[config.mk]
export PLATFORM = sky130hd
export DESIGN_NAME = midi_sysex_chunk_reassembler
export DESIGN_NICKNAME = d
export VERILOG_FILES = /design/src/rtl/core/msr_pkg.sv /design/src/rtl/core/msr_fifo.sv /design/src/rtl/core/msr_front.sv /design/src/rtl/core/msr_back.sv /design/src/rtl/core/midi_sysex_chunk_reassembler.sv
export SDC_FILE = /design/constraint.sdc
export NUM_CORES = 1
export LEC_CHECK = 0
export BUFFER_PORTS_ARGS = -buffer_cell sky130_fd_sc_hd__buf_2
export CAP_MARGIN = 25
export CORE_MARGIN = 2
export CORE_UTILIZATION = 25
export CTS_BUF_LIST = sky130_fd_sc_hd__clkbuf_4 sky130_fd_sc_hd__clkbuf_8
export CTS_CLUSTER_DIAMETER = 40
export DETAILED_ROUTE_END_ITERATION = 8
export SYNTH_ARGS = -nofsm -noshare
export SYNTH_HDL_FRONTEND = slang
export SYNTH_SLANG_ARGS = --single-unit
[constraint.sdc]
create_clock -name i_clk -period 4.9 [get_ports i_clk]
set_clock_uncertainty 0.2 [all_clocks]
set_input_delay 0.245 -clock i_clk [delete_from_list [all_inputs] [get_ports i_clk]]
set_output_delay 0.245 -clock i_clk [all_outputs]
set_load 0.1 [all_outputs]
[src/rtl/core/msr_pkg.sv]
// Shared types and constants for the MIDI sysex chunk reassembler.
`timescale 1ns / 1ps

package msr_pkg;

    // MIDI byte codes
    localparam logic [7:0] BYTE_SOX    = 8'hF0;
    localparam logic [7:0] BYTE_EOX    = 8'hF7;
    localparam logic [7:0] BYTE_RT_MIN = 8'hF8;

    // Sysex length counter
    localparam int unsigned LENGTH_BITS = 16;
    localparam logic [LENGTH_BITS-1:0] LEN_MAX = {LENGTH_BITS{1'b1}};

    // Command queue between front and back
    localparam int unsigned FIFO_DEPTH = 4;
    localparam int unsigned FIFO_AW    = $clog2(FIFO_DEPTH);

    // Result kinds
    typedef enum logic [1:0] {
        KIND_SHORT = 2'd0,
        KIND_DATA  = 2'd1,
        KIND_END   = 2'd2,
        KIND_ERROR = 2'd3
    } t_kind;

    // Back-end sequencer phases
    typedef enum logic [2:0] {
        PH_IDLE = 3'd0,
        PH_PRE  = 3'd1,
        PH_MAIN = 3'd2,
        PH_DATA = 3'd3,
        PH_POST = 3'd4
    } t_phase;

    // Decoded work for one input beat
    typedef struct packed {
        logic        err;        // read error result
        logic        pre_end;    // truncating end of the open sysex first
        logic        short_msg;  // short message result
        logic        open;       // chunk opens a new sysex
        logic        chunk;      // emit chunk bytes
        logic [1:0]  last_idx;   // index of last chunk byte emitted
        logic        end_after;  // chunk closes the sysex
        logic        end_trunc;  // closing byte was not EOX
        logic [31:0] word;
        logic [31:0] stamp;
    } t_cmd;

endpackage

[src/rtl/core/msr_fifo.sv]
// Short command queue between the decode front and the result back end.
`timescale 1ns / 1ps

module msr_fifo (
    input  logic          i_clk,
    input  logic          i_rst_n,
    input  logic          i_push,
    input  msr_pkg::t_cmd i_cmd,
    input  logic          i_pop,
    output msr_pkg::t_cmd o_cmd,
    output logic          o_full,
    output logic          o_empty
);

    msr_pkg::t_cmd                r_mem [msr_pkg::FIFO_DEPTH];
    logic [msr_pkg::FIFO_AW-1:0]  r_wr_ptr;
    logic [msr_pkg::FIFO_AW-1:0]  r_rd_ptr;
    logic [msr_pkg::FIFO_AW:0]    r_used;
    logic [msr_pkg::FIFO_AW-1:0]  n_wr_ptr;
    logic [msr_pkg::FIFO_AW-1:0]  n_rd_ptr;
    logic [msr_pkg::FIFO_AW:0]    n_used;

    assign o_full  = (r_used == (msr_pkg::FIFO_AW+1)'(msr_pkg::FIFO_DEPTH));
    assign o_empty = (r_used == '0);
    assign o_cmd   = r_mem[r_rd_ptr];

    // pointer and fill bookkeeping
    always_comb begin
        n_wr_ptr = r_wr_ptr;
        n_rd_ptr = r_rd_ptr;
        n_used   = r_used;
        if (i_push) begin
            n_wr_ptr = (r_wr_ptr == msr_pkg::FIFO_AW'(msr_pkg::FIFO_DEPTH - 1)) ?
                       '0 : r_wr_ptr + msr_pkg::FIFO_AW'(1);
        end
        if (i_pop) begin
            n_rd_ptr = (r_rd_ptr == msr_pkg::FIFO_AW'(msr_pkg::FIFO_DEPTH - 1)) ?
                       '0 : r_rd_ptr + msr_pkg::FIFO_AW'(1);
        end
        if (i_push && !i_pop) begin
            n_used = r_used + (msr_pkg::FIFO_AW+1)'(1);
        end else if (!i_push && i_pop) begin
            n_used = r_used - (msr_pkg::FIFO_AW+1)'(1);
        end
    end

    always_ff @(posedge i_clk) begin
        if (!i_rst_n) begin
            r_wr_ptr <= '0;
            r_rd_ptr <= '0;
            r_used   <= '0;
        end else begin
            r_wr_ptr <= n_wr_ptr;
            r_rd_ptr <= n_rd_ptr;
            r_used   <= n_used;
        end
    end

    // storage, no reset
    always_ff @(posedge i_clk) begin
        if (i_push) begin
            r_mem[r_wr_ptr] <= i_cmd;
        end
    end

endmodule

[src/rtl/core/msr_front.sv]
// Decode front: accepts event beats, tracks sysex state, builds commands.
`timescale 1ns / 1ps

module msr_front (
    input  logic          i_clk,
    input  logic          i_rst_n,
    input  logic          i_valid,
    output logic          o_ready,
    input  logic [31:0]   i_word,
    input  logic [31:0]   i_stamp,
    input  logic          i_error,
    input  logic          i_full,
    output logic          o_push,
    output msr_pkg::t_cmd o_cmd
);

    logic       r_in_sysex;
    logic       n_in_sysex;
    logic [7:0] w_s;
    logic [3:0] w_term;
    logic       w_close;
    logic       w_close_trunc;
    logic [1:0] w_last_idx;

    assign o_ready = !i_full;
    assign o_push  = i_valid && !i_full;
    assign w_s     = i_word[7:0];

    // find the first byte of the chunk that ends the sysex
    always_comb begin
        logic [7:0] b;
        w_close       = 1'b0;
        w_close_trunc = 1'b0;
        w_last_idx    = 2'd3;
        w_term        = '0;
        for (int i = 0; i < 4; i++) begin
            b = i_word[8*i +: 8];
            w_term[i] = (b == msr_pkg::BYTE_EOX) || (b[7] && (b != msr_pkg::BYTE_SOX));
            if (w_term[i] && !w_close) begin
                w_close       = 1'b1;
                w_close_trunc = (b != msr_pkg::BYTE_EOX);
                w_last_idx    = 2'(i);
            end
        end
    end

    // classify the beat
    always_comb begin
        o_cmd            = '0;
        o_cmd.word       = i_word;
        o_cmd.stamp      = i_stamp;
        o_cmd.last_idx   = w_last_idx;
        o_cmd.end_after  = w_close;
        o_cmd.end_trunc  = w_close_trunc;
        n_in_sysex       = r_in_sysex;
        if (i_error) begin
            o_cmd.err  = 1'b1;
            n_in_sysex = 1'b0;
        end else if (r_in_sysex) begin
            if (w_s >= msr_pkg::BYTE_RT_MIN) begin
                // real-time byte passes through, sysex stays open
                o_cmd.short_msg = 1'b1;
                o_cmd.word      = {24'd0, w_s};
            end else if (w_s[7] && (w_s != msr_pkg::BYTE_EOX)) begin
                // status byte cuts the sysex, then starts a new event
                o_cmd.pre_end = 1'b1;
                if (w_s == msr_pkg::BYTE_SOX) begin
                    o_cmd.open  = 1'b1;
                    o_cmd.chunk = 1'b1;
                    n_in_sysex  = !w_close;
                end else begin
                    o_cmd.short_msg = 1'b1;
                    o_cmd.word      = {8'd0, i_word[23:0]};
                    n_in_sysex      = 1'b0;
                end
            end else begin
                o_cmd.chunk = 1'b1;
                n_in_sysex  = !w_close;
            end
        end else begin
            if (w_s == msr_pkg::BYTE_SOX) begin
                o_cmd.open  = 1'b1;
                o_cmd.chunk = 1'b1;
                n_in_sysex  = !w_close;
            end else begin
                o_cmd.short_msg = 1'b1;
                o_cmd.word      = {8'd0, i_word[23:0]};
            end
        end
    end

    always_ff @(posedge i_clk) begin
        if (!i_rst_n) begin
            r_in_sysex <= 1'b0;
        end else if (o_push) begin
            r_in_sysex <= n_in_sysex;
        end
    end

endmodule

[src/rtl/core/msr_back.sv]
// Result back end: walks each command one result per cycle, while the output is not stalled, into an output register.
`timescale 1ns / 1ps

module msr_back (
    input  logic          i_clk,
    input  logic          i_rst_n,
    input  msr_pkg::t_cmd i_cmd,
    input  logic          i_empty,
    output logic          o_pop,
    output logic          o_valid,
    input  logic          i_ready,
    output logic [79:0]   o_data,
    output logic [1:0]    o_kind,
    output logic          o_last
);

    msr_pkg::t_phase                 r_phase;
    msr_pkg::t_phase                 n_phase;
    msr_pkg::t_phase                 w_after;
    msr_pkg::t_phase                 w_start;
    msr_pkg::t_cmd                   r_cmd;
    logic [1:0]                      r_idx;
    logic [1:0]                      n_idx;
    logic [msr_pkg::LENGTH_BITS-1:0] r_count;
    logic [msr_pkg::LENGTH_BITS-1:0] n_count;
    logic                            r_ovf;
    logic                            n_ovf;
    logic [31:0]                     r_start_stamp;
    logic [31:0]                     n_start_stamp;
    logic                            w_busy;
    logic                            w_emit;
    logic                            w_done;
    logic                            w_load;

    // result fields
    msr_pkg::t_kind                  w_kind;
    logic [7:0]                      w_status;
    logic [7:0]                      w_d1;
    logic [7:0]                      w_d2;
    logic [31:0]                     w_stamp;
    logic [15:0]                     w_len;
    logic                            w_trunc;
    logic                            w_rovf;

    // output register
    logic                            r_m_valid;
    msr_pkg::t_kind                  r_m_kind;
    logic [79:0]                     r_m_data;
    logic                            r_m_last;

    assign w_busy = (r_phase != msr_pkg::PH_IDLE);
    assign w_emit = w_busy && (!r_m_valid || i_ready);
    assign w_load = !i_empty && (!w_busy || (w_emit && w_done));
    assign o_pop  = w_load;

    assign o_valid = r_m_valid;
    assign o_kind  = r_m_kind;
    assign o_data  = r_m_data;
    assign o_last  = r_m_last;

    // entry phase of the queue head
    always_comb begin
        if (i_cmd.pre_end) begin
            w_start = msr_pkg::PH_PRE;
        end else if (i_cmd.chunk) begin
            w_start = msr_pkg::PH_DATA;
        end else begin
            w_start = msr_pkg::PH_MAIN;
        end
    end

    // result of the current phase and the phase that follows
    always_comb begin
        w_kind        = msr_pkg::KIND_SHORT;
        w_status      = '0;
        w_d1          = '0;
        w_d2          = '0;
        w_stamp       = r_cmd.stamp;
        w_len         = '0;
        w_trunc       = 1'b0;
        w_rovf        = 1'b0;
        w_done        = 1'b1;
        w_after       = msr_pkg::PH_IDLE;
        n_count       = r_count;
        n_ovf         = r_ovf;
        n_start_stamp = r_start_stamp;
        case (r_phase)
            msr_pkg::PH_PRE: begin
                w_kind  = msr_pkg::KIND_END;
                w_stamp = r_start_stamp;
                w_len   = 16'(r_count);
                w_trunc = 1'b1;
                w_rovf  = r_ovf;
                w_done  = 1'b0;
                w_after = r_cmd.short_msg ? msr_pkg::PH_MAIN : msr_pkg::PH_DATA;
                n_count = '0;
                n_ovf   = 1'b0;
            end
            msr_pkg::PH_MAIN: begin
                if (r_cmd.err) begin
                    w_kind  = msr_pkg::KIND_ERROR;
                    n_count = '0;
                    n_ovf   = 1'b0;
                end else begin
                    w_kind   = msr_pkg::KIND_SHORT;
                    w_status = r_cmd.word[7:0];
                    w_d1     = r_cmd.word[15:8];
                    w_d2     = r_cmd.word[23:16];
                end
            end
            msr_pkg::PH_DATA: begin
                w_kind   = msr_pkg::KIND_DATA;
                w_status = r_cmd.word[{r_idx, 3'b000} +: 8];
                // saturating length count
                if (r_count == msr_pkg::LEN_MAX) begin
                    n_ovf = 1'b1;
                end else begin
                    n_count = r_count + msr_pkg::LENGTH_BITS'(1);
                end
                if (r_cmd.open && (r_idx == 2'd0)) begin
                    n_start_stamp = r_cmd.stamp;
                end
                if (r_idx == r_cmd.last_idx) begin
                    w_done  = !r_cmd.end_after;
                    w_after = r_cmd.end_after ? msr_pkg::PH_POST : msr_pkg::PH_IDLE;
                end else begin
                    w_done  = 1'b0;
                    w_after = msr_pkg::PH_DATA;
                end
            end
            msr_pkg::PH_POST: begin
                w_kind  = msr_pkg::KIND_END;
                w_stamp = r_start_stamp;
                w_len   = 16'(r_count);
                w_trunc = r_cmd.end_trunc;
                w_rovf  = r_ovf;
                n_count = '0;
                n_ovf   = 1'b0;
            end
            default: begin
                w_done = 1'b0;
            end
        endcase
    end

    // sequencer next state
    always_comb begin
        n_phase = r_phase;
        n_idx   = r_idx;
        if (w_load) begin
            n_phase = w_start;
            n_idx   = 2'd0;
        end else if (w_emit) begin
            n_phase = w_done ? msr_pkg::PH_IDLE : w_after;
            if ((r_phase == msr_pkg::PH_DATA) && (w_after == msr_pkg::PH_DATA)) begin
                n_idx = r_idx + 2'd1;
            end
        end
    end

    always_ff @(posedge i_clk) begin
        if (!i_rst_n) begin
            r_phase       <= msr_pkg::PH_IDLE;
            r_idx         <= 2'd0;
            r_count       <= '0;
            r_ovf         <= 1'b0;
            r_start_stamp <= '0;
            r_m_valid     <= 1'b0;
        end else begin
            r_phase <= n_phase;
            r_idx   <= n_idx;
            if (w_emit) begin
                r_count       <= n_count;
                r_ovf         <= n_ovf;
                r_start_stamp <= n_start_stamp;
                r_m_valid     <= 1'b1;
            end else if (i_ready) begin
                r_m_valid <= 1'b0;
            end
        end
    end

    // command and output payload, no reset
    always_ff @(posedge i_clk) begin
        if (w_load) begin
            r_cmd <= i_cmd;
        end
        if (w_emit) begin
            r_m_kind <= w_kind;
            r_m_last <= w_done;
            r_m_data <= {6'd0, w_rovf, w_trunc, w_len, w_stamp, w_d2, w_d1, w_status};
        end
    end

endmodule

[src/rtl/core/midi_sysex_chunk_reassembler.sv]
// Path: an accepted beat is queued, loaded into the result sequencer, then each result is registered.
// Throughput: one result beat per cycle while the output is not stalled; an event causes
//   1 to 6 results, all emitted by the single result sequencer; a 4-entry command queue
//   lets input beats be taken while earlier events are still being emitted.
// Reset: i_rst_n synchronous, active low; clears sysex tracking, queue and output valid.
`timescale 1ns / 1ps

module midi_sysex_chunk_reassembler (
    input  logic        i_clk,
    input  logic        i_rst_n,
    input  logic        s_axis_tvalid,
    output logic        s_axis_tready,
    input  logic [63:0] s_axis_tdata,   // message_word[31:0], stamp_in[63:32]
    input  logic [0:0]  s_axis_tuser,   // read_error[0]
    output logic        m_axis_tvalid,
    input  logic        m_axis_tready,
    output logic [79:0] m_axis_tdata,   // status_byte[7:0], data_one[15:8], data_two[23:16],
                                        // stamp[55:24], sysex_length[71:56], truncated[72],
                                        // overflowed[73], zero[79:74]
    output logic [1:0]  m_axis_tuser,   // kind[1:0]
    output logic        m_axis_tlast    // last_of_run
);

    msr_pkg::t_cmd w_push_cmd;
    msr_pkg::t_cmd w_head_cmd;
    logic          w_push;
    logic          w_pop;
    logic          w_full;
    logic          w_empty;

    // decode and classify
    msr_front u_front (
        .i_clk   (i_clk),
        .i_rst_n (i_rst_n),
        .i_valid (s_axis_tvalid),
        .o_ready (s_axis_tready),
        .i_word  (s_axis_tdata[31:0]),
        .i_stamp (s_axis_tdata[63:32]),
        .i_error (s_axis_tuser[0]),
        .i_full  (w_full),
        .o_push  (w_push),
        .o_cmd   (w_push_cmd)
    );

    // command queue
    msr_fifo u_fifo (
        .i_clk   (i_clk),
        .i_rst_n (i_rst_n),
        .i_push  (w_push),
        .i_cmd   (w_push_cmd),
        .i_pop   (w_pop),
        .o_cmd   (w_head_cmd),
        .o_full  (w_full),
        .o_empty (w_empty)
    );

    // result sequencing
    msr_back u_back (
        .i_clk   (i_clk),
        .i_rst_n (i_rst_n),
        .i_cmd   (w_head_cmd),
        .i_empty (w_empty),
        .o_pop   (w_pop),
        .o_valid (m_axis_tvalid),
        .i_ready (m_axis_tready),
        .o_data  (m_axis_tdata),
        .o_kind  (m_axis_tuser),
        .o_last  (m_axis_tlast)
    );

endmodule

==> impl_metrics.py, run 1 <==
metrics = {
    "detailed_routing": {
        "antenna_left": 0,
        "via_per_inst": 4.25,
        "drt_iter0_markers": 713,
        "vias": 10300,
        "first_pass_iters": 7,
        "drc": 0,
        "wirelength_microns": 43700,
        "post_drt_wl_per_cell_microns": 18.0,
    },
    "pwr": {
        "combPwrFrac": 0.327,
        "power_frac_seq": 0.425,
        "p_int_w": 0.00930,
        "ir_worst_vdd_mv": 0.339,
        "p_per_area_nw_per_um2": 640,
        "power.switching_w": 0.00585,
        "finalPower_w": 0.0151,
        "p_sw_frac": 0.386,
        "clkPwrFrac": 0.248,
        "cellLeakagePower_nw": 7.85,
    },
    "hold_path": {
        "min_path_type": "in -> reg",
        "whs_path_depth": 2,
        "hp-start": "s_axis_tdata[61]",
        "holdPathEnd": "u_fifo.r_mem[3][29]",
    },
    "worst_setup_path": {
        "worst_ep_arrival_time_ns": 3.44,
        "critPathRequiredTime_ns": 4.99,
        "r2r_start": "u_back.r_idx[1]",
        "r2r_slack_ns": 1.55,
        "slowest_stage": "dfxtp_1",
        "worstPathCellList": "xor2_1 > or2_4 > o32ai_1 > nand2_1 > inv_2 > buf_12",
        "end_kind": "flop",
        "max_stage_delay_ns": 0.68,
        "critPathKind": "reg -> reg",
        "start_kind": "flop",
        "worst-r2r-cell-count": 6,
        "critPathMaxFanout": 51,
        "r2r_end": "u_back.r_cmd[59]",
    },
    "place": {
        "hpwl_microns": 27100,
        "port_buffers": 147,
        "place.gp.congestion": 0.770,
    },
    "logic_synthesis": {
        "yosysMostFrequentCell": "edfxtp_1",
        "synth_area_leaders": "edfxtp_1, mux4_2, dfxtp_1, mux2_2, a21oi_1",
        "synth-seq-cells": 505,
        "synth-compound-area-share": 0.0377,
        "netlist_instances": 1063,
        "ys_warn_count": 0,
        "syn_area_sq_um": 19200,
        "synthAdderAreaFrac": 0.00677,
        "ys_types": 62,
        "synthSimpleGateAreaFrac": 0.0645,
        "yosys-mux-area-fraction": 0.115,
        "synth.yosys.seq_area_share": 0.755,
        "async_flop_share": 0,
        "syn_avg_cell_area_sq_um": 18.1,
        "synth.top_cell.area_share": 0.687,
        "synth_top_family_by_area": "multiplexers",
        "synth_xor_area_frac": 0.00273,
        "synthTopCellsByCount": "edfxtp_1, mux4_2, nand2_1",
        "synth_edf_count": 440,
        "synth_area_leader_cell": "edfxtp_1",
        "ys.flop_type": "edfxtp_1",
    },
    "timing": {
        "setup_tns_ns": 0,
        "rsz0062_at_grt": "no",
        "final.min_clock_period_ns": 3.35,
        "fin_crit_sh": 0.684,
        "max_freq_mhz": 298,
        "slew_headroom": 0.346,
        "drv_slew": 0,
        "worst_pin_slew_ns": 0.977,
        "hold_viol_final": 0,
        "setup_viol": 0,
    },
    "die": {
        "core.rowCount": 101,
        "die_w_microns": 281,
        "initial_core_util": 0.253,
        "core_sq_um": 76100,
        "die_y_microns": 281,
        "ios": 154,
        "die_area_sq_um": 79200,
    },
    "global_routing": {
        "grt_pass1_wl_microns": 64800,
        "grt-ovfl-total": 0,
        "grt_pass1_vias": 10900,
        "antenna_found_initial": 2,
        "track_usage": 0.109,
        "grt_max_degree": 53,
    },
    "clocking": {
        "cts.htree.levels": 3,
        "cts-resized-gates": 0,
        "cts_sinks": 505,
        "clk_latency_ns": 0.64,
        "clockBufferDepth": 3,
        "ctsHoldBuffers": 69,
        "clock-root-buffer": "clkbuf_8",
        "post-cts-setup-buffers": 0,
        "cts_made_buffers": 81,
        "cts.clk_slew.worst_paths_ns": 0.07,
        "tritoncts": "yes",
    },
    "finish": {
        "fillers": 7468,
        "areaGrowthSynthToFinish_pct": 23.1,
        "fin_nets": 1410,
        "multiInputGateArea_sq_um": 4420,
        "drive_gt1_frac": 0.309,
        "regArea_sq_um": 14500,
    },
    "job": {
        "cap_violations": 0,
    },
    "run_status": {
        "outcome": "finished clean",
    },
}
-- per-layer routing --
layer,share of wire,track usage
met1,0.42,0.133
met2,0.51,0.188
met3,0.043,0.0230
met4,0.027,0.0479
met5,0.00025,0
-- sequential cells by signal, summed over array words and instances (netlist names), 2 cells and up, named ones only --
| signal | flops |
|---|---|
| u_back.r_start_stamp | 32 |
| u_fifo.r_wr_ptr | 2 |
| u_back.r_count | 16 |
| u_back.r_idx | 2 |
| u_back.o_data | 74 |
| u_fifo.r_rd_ptr | 2 |
| u_back.r_cmd | 71 |
| u_back.o_kind | 2 |
| u_back.r_phase | 3 |
| u_fifo.r_used | 3 |
| u_fifo.r_mem | 292 |
-- cell usage in the layout (no fill, tap or decap), drive strengths merged, types with 3 or more instances in the layout --
master,n
nand4b,5
nor2b,28
mux2i,3
nor2,16
o31ai,4
bufinv,5
mux4,81
mux2,32
clkbuf,110
or4,6
ha,8
clkinv,25
nand4,7
buf,166
a22o,8
conb,6
nand3b,3
and2,13
edfxtp,440
clkinvlp,4
and3,22
o21ai,25
or3,16
dfxtp,65
nand3,9
xor2,4
nand2,80
a21oi,64
inv,21
dlygate4sd3,69
nand2b,5
nor3,13
-- power groups by stage --
stage	Sequential, W	Clock (W)	Combinational, W
finish	0.00644	0.00376	0.00495
global route	0.00655	0.00406	0.00518
CTS	0.00646	0.00389	0.00500
detailed placement	0.00654	0	0.00494
floorplan	0.00843	0	0.00181
global placement	0.00662	0	0.00474
-- through the flow --
stage               hold slack [ns]   util  instance area [sq um]  std cells  setup slack (ns)
finish                        0.149  0.311                  23700       2427              1.55
global route                 0.0912  0.311                  23700       2427              1.18
CTS                          0.0870  0.311                  23600       2422              1.50
detailed placement            0.247  0.279                  21200       2206              1.56
global placement              0.238  0.278                  21200       2204              1.64
floorplan                     0.144      -                  19300       1068             0.920
-- cell families (layout without fill, tap and decap cells) --
logic type	after synthesis	after routing
flip-flops	505	505
XOR/XNOR	6	6
buffers and inverters	72	400
AND/OR/NAND/NOR	232	232
AO/OA/AOI/OAI	121	121
multiplexers	116	116
other	1	7
adder cells (fa/ha/maj)	10	10
-- worst max path at each step --
stage	from	endpoint	slack, ns	depth (start not counted)
floorplan	u_fifo.r_used[0]	u_fifo.r_mem[0][0]	0.92	3
finish	u_back.r_idx[1]	u_back.r_cmd[59]	1.55	6
CTS	u_back.r_idx[1]	u_back.r_cmd[59]	1.50	6
detailed placement	u_back.r_idx[1]	u_back.r_cmd[48]	1.56	6
global placement	u_back.r_idx[1]	u_back.r_cmd[41]	1.64	6
global route	u_back.r_idx[1]	u_back.r_cmd[59]	1.18	6
-- critical path: cells and delay by family, from the launching register on --
family / cells / cell delay, ns
buf+inv: 2 / 0.87
flops: 1 / 0.68
simple gates: 2 / 0.51
xor+xnor: 1 / 0.17
compound gates: 1 / 0.47
-- cell type report --
type	count	area share
clock inverters	38	0.0147
flip-flops and latches	505	0.614
repair buffers	236	0.0699
multi-input cells	491	0.187
well taps	1030	0.0544
diodes	1	0.000106
inverters	17	0.00270
clock buffers	109	0.0578
(Power assumes the default switching activity.)
==> run 2, diff against run 1 <==
--- a/config.mk
+++ b/config.mk
@@ -5,6 +5,7 @@
 export SDC_FILE = /design/constraint.sdc
 export NUM_CORES = 1
 export LEC_CHECK = 0
+export ABC_AREA = 1
 export BUFFER_PORTS_ARGS = -buffer_cell sky130_fd_sc_hd__buf_2
 export CAP_MARGIN = 25
 export CORE_MARGIN = 2
==> constraint.sdc (replaced) <==
create_clock -name i_clk -period 3.3 [get_ports i_clk]
set_clock_uncertainty 0.2 [all_clocks]
set_input_delay 0.165 -clock i_clk [delete_from_list [all_inputs] [get_ports i_clk]]
set_output_delay 0.165 -clock i_clk [all_outputs]
set_load 0.1 [all_outputs]
==> run 2 against run 1 <==
Net effect: count of clock-buffer cells in the layout is 4 higher; largest power group unchanged; total power increased by 48%; highest routed layer unchanged; critical path depth rose by 2; sequential cell count did not move.
==> impl_metrics.py, run 2 <==
metrics = {
    "clocking": {
        "clockBufferDepth": 3,
        "cts.htree.levels": 3,
        "post-cts-setup-buffers": 0,
        "cts_made_buffers": 81,
        "cts.clk_slew.worst_paths_ns": 0.06,
        "tritoncts": "yes",
        "clock-root-buffer": "clkbuf_8",
        "clk_latency_ns": 0.69,
        "cts_sinks": 505,
    },
    "pwr": {
        "p_sw_frac": 0.408,
        "power_frac_seq": 0.418,
        "clkPwrFrac": 0.248,
        "power.switching_w": 0.00914,
        "ir_worst_vdd_mv": 0.708,
        "p_per_area_nw_per_um2": 925,
        "p_int_w": 0.0132,
        "combPwrFrac": 0.333,
        "cellLeakagePower_nw": 8.65,
    },
    "die": {
        "core_sq_um": 77500,
        "core.rowCount": 102,
        "ios": 154,
        "die_y_microns": 284,
        "die_w_microns": 284,
        "initial_core_util": 0.253,
        "die_area_sq_um": 80600,
    },
    "finish": {
        "largest_reg_flops": 292,
        "top_register": "u_fifo.r_mem",
        "drive_gt1_frac": 0.184,
        "layout_common_cells": "edfxtp_1, nor2_1, o21ai_0",
        "mostFrequentLayoutCell": "edfxtp_1",
        "areaGrowthSynthToFinish_pct": 23.4,
        "fillers": 7759,
        "design_area_sq_um": 24200,
        "fin_nets": 1931,
        "utilization": 0.312,
    },
    "worst_setup_path": {
        "start_kind": "flop",
        "end_kind": "flop",
        "r2r_end": "u_back.r_phase[1]",
        "worstPathCellList": "clkinv_2 > o21ai_0 > o22a_1 > nand3_1 > nand2_1 > nor2_1 > nor2_1 > dlygate4sd3_1",
        "worst-r2r-cell-count": 8,
        "slowest_stage": "clkinv_2",
        "critPathKind": "reg -> reg",
        "cp_common_cell": "nor2_1",
        "critPathMaxFanout": 46,
        "r2r_slack_ns": 0.31,
        "worst_ep_arrival_time_ns": 3.40,
        "critPathRequiredTime_ns": 3.72,
        "max_stage_delay_ns": 0.68,
    },
    "detailed_routing": {
        "vias": 12900,
        "antenna_left": 0,
        "post_drt_wl_per_cell_microns": 16.3,
        "via_per_inst": 4.34,
        "wirelength_microns": 48300,
        "drc": 0,
        "drt_iter0_markers": 807,
        "first_pass_iters": 5,
    },
    "place": {
        "port_buffers": 147,
        "hpwl_microns": 29800,
        "placed_cell_area_sq_um": 21700,
        "place.gp.congestion": 0.776,
    },
    "logic_synthesis": {
        "syn_area_sq_um": 19600,
        "synth_area_leaders": "edfxtp_1, dfxtp_1, o21ai_0, nor2_1, nand2_1",
        "synth_area_leader_cell": "edfxtp_1",
        "yosysMostFrequentCell": "edfxtp_1",
        "synth.yosys.seq_area_share": 0.741,
        "synth_edf_count": 440,
        "synth-seq-cells": 505,
        "syn_avg_cell_area_sq_um": 12.3,
        "ys_warn_count": 0,
        "async_flop_share": 0,
        "netlist_instances": 1596,
        "synth.top_cell.area_share": 0.674,
        "synthTopCellsByCount": "edfxtp_1, nor2_1, o21ai_0",
        "ys.flop_type": "edfxtp_1",
        "ys_types": 40,
    },
    "global_routing": {
        "track_usage": 0.119,
        "grt-ovfl-total": 0,
        "grt_max_degree": 83,
        "grt_pass1_wl_microns": 74000,
        "grt_pass1_vias": 12900,
        "antenna_found_initial": 11,
    },
    "timing": {
        "setup_tns_ns": 0,
        "fin_crit_sh": 0.905,
        "slew_headroom": 0.380,
        "worst_pin_slew_ns": 0.929,
        "setup_viol": 0,
        "rsz0062_at_grt": "no",
        "drv_slew": 0,
        "final.min_clock_period_ns": 2.99,
        "max_freq_mhz": 335,
        "hold_viol_final": 0,
    },
    "job": {
        "cap_violations": 0,
    },
    "hold_path": {
        "holdPathEnd": "u_fifo.r_mem[1][14]",
        "hp-start": "s_axis_tdata[46]",
        "whs_path_depth": 2,
        "min_path_type": "in -> reg",
    },
    "run_status": {
        "outcome": "finished clean",
    },
}
-- run 2: cell types whose count changed after synthesis, moves of 32 or more --
cell and change:
clkbuf_1 +42, nand2_1 +57, nor2_1 +233, o21ai_0 +220
mux4_2 -81, mux2_2 -32, o22ai_1 +71, inv_1 +118
-- run 2: power groups by stage --
stage               logic [W]  registers (W)  clock network [W]
CTS                   0.00756        0.00938            0.00571
global placement      0.00733        0.00946                  0
floorplan             0.00258         0.0124                  0
detailed placement    0.00745        0.00950                  0
global route          0.00799        0.00950            0.00598
finish                0.00746        0.00936            0.00556
-- run 2: final cells by class --
type                            count  area (sq um)  share of cell area
Antenna cell                        4          10.0            0.000414
Clock buffer                      113          1400              0.0578
Clock inverter                     35           299              0.0124
Inverter                          139           524              0.0217
Multi-Input combinational cell    875          4250               0.176
Sequential cell                   505         14500               0.600
Tap cell                         1040          1300              0.0538
Timing Repair Buffer              251          1880              0.0778
-- run 2: layer usage --
layer,GRT usage,share of wire,vias to the layer above
met4,0.0507,0.031,14
li1,-,-,6156
met5,0,0.0021,-
met3,0.0258,0.056,111
met1,0.140,0.41,6197
met2,0.208,0.50,376
-- run 2: worst max-delay path by stage --
| stage | to | slack [ns] | start | depth (start not counted) |
|---|---|---|---|---|
| after floorplan | u_back.r_cmd[0] | 0.09 | u_back.o_valid | 6 |
| after global placement | u_fifo.r_used[2] | 0.57 | u_back.r_phase[2] | 14 |
| after detailed placement | u_fifo.r_used[2] | 0.59 | u_back.r_phase[2] | 14 |
| after CTS | u_back.r_phase[1] | 0.31 | flop | 8 |
| after global routing | u_back.r_phase[1] | 0.11 | flop | 8 |
| final | u_back.r_phase[1] | 0.31 | flop | 8 |
-- run 2: logic make-up after synthesis --
logic type / after synthesis / share of synthesized area
compound gates: 407 / 0.111
xor+xnor: 10 / 0.00447
fa+ha+maj: 9 / 0.00613
buf+inv: 221 / 0.0448
flops: 505 / 0.741
other cells: 1 / 0.000191
simple gates: 443 / 0.0923
-- run 2: stage by stage --
stage	worst slack, ns	hold slack (ns)	power, W	instances
6_report	0.313	0.0361	0.0224	2962
2_1_floorplan	0.0861	0.0639	0.0150	1601
5_1_grt	0.109	0.00271	0.0235	2962
4_1_cts	0.309	0.00604	0.0226	2958
3_5_place_dp	0.589	0.182	0.0170	2734
3_3_place_gp	0.570	0.175	0.0168	2734
-- run 2: what timing repair did --
action,4_1_cts,5_1_grt
resized for setup,0,0
hold buffers,76,0
setup endpoints to repair,0,0
endpoints found under the hold margin,346,0
-- run 2: critical path: cells and delay by family, from the launching register on --
family,cells,cell delay [ns]
flops,1,0.61
simple gates,4,0.27
buf+inv,2,1.22
compound gates,2,0.61
==> run 3, diff against run 2 <==
--- a/config.mk
+++ b/config.mk
@@ -9,9 +9,10 @@
 export BUFFER_PORTS_ARGS = -buffer_cell sky130_fd_sc_hd__buf_2
 export CAP_MARGIN = 25
 export CORE_MARGIN = 2
-export CORE_UTILIZATION = 25
+export CORE_UTILIZATION = 30
 export CTS_BUF_LIST = sky130_fd_sc_hd__clkbuf_4 sky130_fd_sc_hd__clkbuf_8
 export CTS_CLUSTER_DIAMETER = 40
+export CTS_CLUSTER_SIZE = 14
 export DETAILED_ROUTE_END_ITERATION = 8
 export SYNTH_ARGS = -nofsm -noshare
 export SYNTH_HDL_FRONTEND = slang
==> run 3 against run 2 <==
Net effect: maximum frequency is 9.5% higher; die area is 16% lower; clock power is 20% lower; sequential power is 0.5% lower; highest routed layer unchanged; cell count is 7.6% lower; largest power group unchanged; design area is 3.0% lower; routed wire length is 6.1% lower.
==> impl_metrics.py, run 3 (synthesis results as in run 2) <==
metrics = {
    "pwr": {
        "power_frac_seq": 0.440,
        "p_sw_frac": 0.422,
        "clkPwrFrac": 0.210,
        "p_per_area_nw_per_um2": 904,
        "power.switching_w": 0.00895,
        "p_int_w": 0.0122,
        "cellLeakagePower_nw": 8.36,
        "ir_worst_vdd_mv": 0.467,
        "combPwrFrac": 0.350,
    },
    "global_routing": {
        "antenna_found_initial": 10,
        "grt_pass1_wl_microns": 69500,
        "track_usage": 0.133,
        "grt_max_degree": 147,
        "grt_pass1_vias": 12400,
        "grt-ovfl-total": 0,
    },
    "clocking": {
        "cts.clk_slew.worst_paths_ns": 0.08,
        "clock-root-buffer": "clkbuf_8",
        "clockBufferDepth": 3,
        "tritoncts": "yes",
        "clk_latency_ns": 0.68,
        "post-cts-setup-buffers": 0,
        "ctsHoldBuffers": 77,
        "cts_sinks": 505,
        "cts.htree.levels": 2,
        "cts-resized-gates": 0,
        "cts_made_buffers": 57,
    },
    "finish": {
        "mostFrequentLayoutCell": "edfxtp_1",
        "regArea_sq_um": 14500,
        "largest_reg_flops": 292,
        "drive_gt1_frac": 0.170,
        "fin_nets": 1905,
        "layout_common_cells": "edfxtp_1, nor2_1, o21ai_0",
        "utilization": 0.364,
        "stdcell_count": 2736,
        "multiInputGateArea_sq_um": 4250,
        "areaGrowthSynthToFinish_pct": 19.7,
        "fillers": 6210,
        "top_register": "u_fifo.r_mem",
    },
    "timing": {
        "fin_ws_ns": 0.572,
        "fin_crit_sh": 0.827,
        "max_freq_mhz": 367,
        "setup_tns_ns": 0,
        "setup_viol": 0,
        "worst_pin_slew_ns": 0.898,
        "rsz0062_at_grt": "no",
        "hold_viol_final": 0,
        "drv_slew": 0,
        "final.min_clock_period_ns": 2.73,
        "slew_headroom": 0.401,
    },
    "detailed_routing": {
        "first_pass_iters": 5,
        "via_per_inst": 4.61,
        "wirelength_microns": 45300,
        "antenna_left": 0,
        "drt_iter0_markers": 748,
        "post_drt_wl_per_cell_microns": 16.6,
        "drc": 0,
        "vias": 12600,
    },
    "die": {
        "die_area_sq_um": 67400,
        "initial_core_util": 0.304,
        "core_sq_um": 64500,
        "die_w_microns": 260,
        "ios": 154,
        "die_y_microns": 260,
        "core.rowCount": 93,
    },
    "place": {
        "dpl.cell_count": 2546,
        "place.gp.congestion": 0.817,
        "dp_slack_ns": 0.604,
        "hpwl_microns": 27700,
        "port_buffers": 147,
    },
    "worst_setup_path": {
        "end_kind": "flop",
        "r2r_slack_ns": 0.57,
        "critPathKind": "reg -> reg",
        "critPathRequiredTime_ns": 3.61,
        "start_kind": "flop",
        "critPathMaxFanout": 7,
        "worst_ep_arrival_time_ns": 3.04,
    },
    "run_status": {
        "outcome": "finished clean",
    },
    "hold_path": {
        "min_path_type": "in -> reg",
    },
    "job": {
        "cap_violations": 0,
    },
}
-- run 3: changes by cell type in the layout (fill, tap and decap cells not counted), sizes merged --
cell         change
buf              -3
clkinvlp         +6
diode            +2
clkbuf          -42
bufinv           -1
clkinv          -10
inv              +6
dlygate4sd3      +1
-- run 3: metal layers --
metal / vias up / part of all wire / track usage
li1: 6087 / - / -
met1: 6099 / 0.41 / 0.159
met2: 324 / 0.50 / 0.234
met3: 92 / 0.054 / 0.0257
met4: 10 / 0.033 / 0.0520
met5: - / 0.0014 / 0
-- run 3: area by class of cell --
class | count | share of cell area
antenna | 6 | 0.000640
clock inverter | 36 | 0.0147
timing repair buffer | 249 | 0.0781
multi-input combinational | 875 | 0.181
tap | 855 | 0.0456
clock buffer | 71 | 0.0382
inverter | 139 | 0.0224
sequential | 505 | 0.619
-- run 3: power by group through the flow --
stage / logic, W / registers, W / clock network, W
floorplan: 0.00258 / 0.0124 / 0
global placement: 0.00734 / 0.00944 / 0
detailed placement: 0.00742 / 0.00947 / 0
CTS: 0.00751 / 0.00933 / 0.00459
global route: 0.00795 / 0.00945 / 0.00483
finish: 0.00742 / 0.00931 / 0.00445
-- run 3: final timing paths --
check,startpoint,endpoint,cells past startpoint
max,u_back.r_phase[2],u_fifo.r_used[2],14
min,s_axis_tdata[61],u_fifo.r_mem[2][29],2
max reg2reg,u_back.r_phase[2],u_fifo.r_used[2],14
min reg2reg,u_back.r_start_stamp[30],u_back.r_start_stamp[30],2
-- run 3: stage by stage --
| stage | area [sq um] | hold WS, ns | power [W] |
|---|---|---|---|
| after CTS | 23400 | 0.00147 | 0.0214 |
| after global placement | 21400 | 0.177 | 0.0168 |
| after floorplan | 19600 | 0.0639 | 0.0150 |
| after detailed placement | 21400 | 0.180 | 0.0169 |
| after global routing | 23500 | 0.0166 | 0.0222 |
| final | 23500 | 0.0479 | 0.0212 |
-- run 3: worst max-delay path, stage by stage, from the launching register on --
cell and delay (ns):
dfxtp_1 0.48, nor2_2 0.10, nand2_4 0.09, nand2_1 0.05
o21bai_2 0.19, nand2_1 0.06, nand2_1 0.11, nand2_2 0.16
ha_1 0.16, inv_1 0.07, fa_1 0.44, a21oi_1 0.14
o21ai_0 0.11, o21ai_0 0.16, a21oi_1 0.05
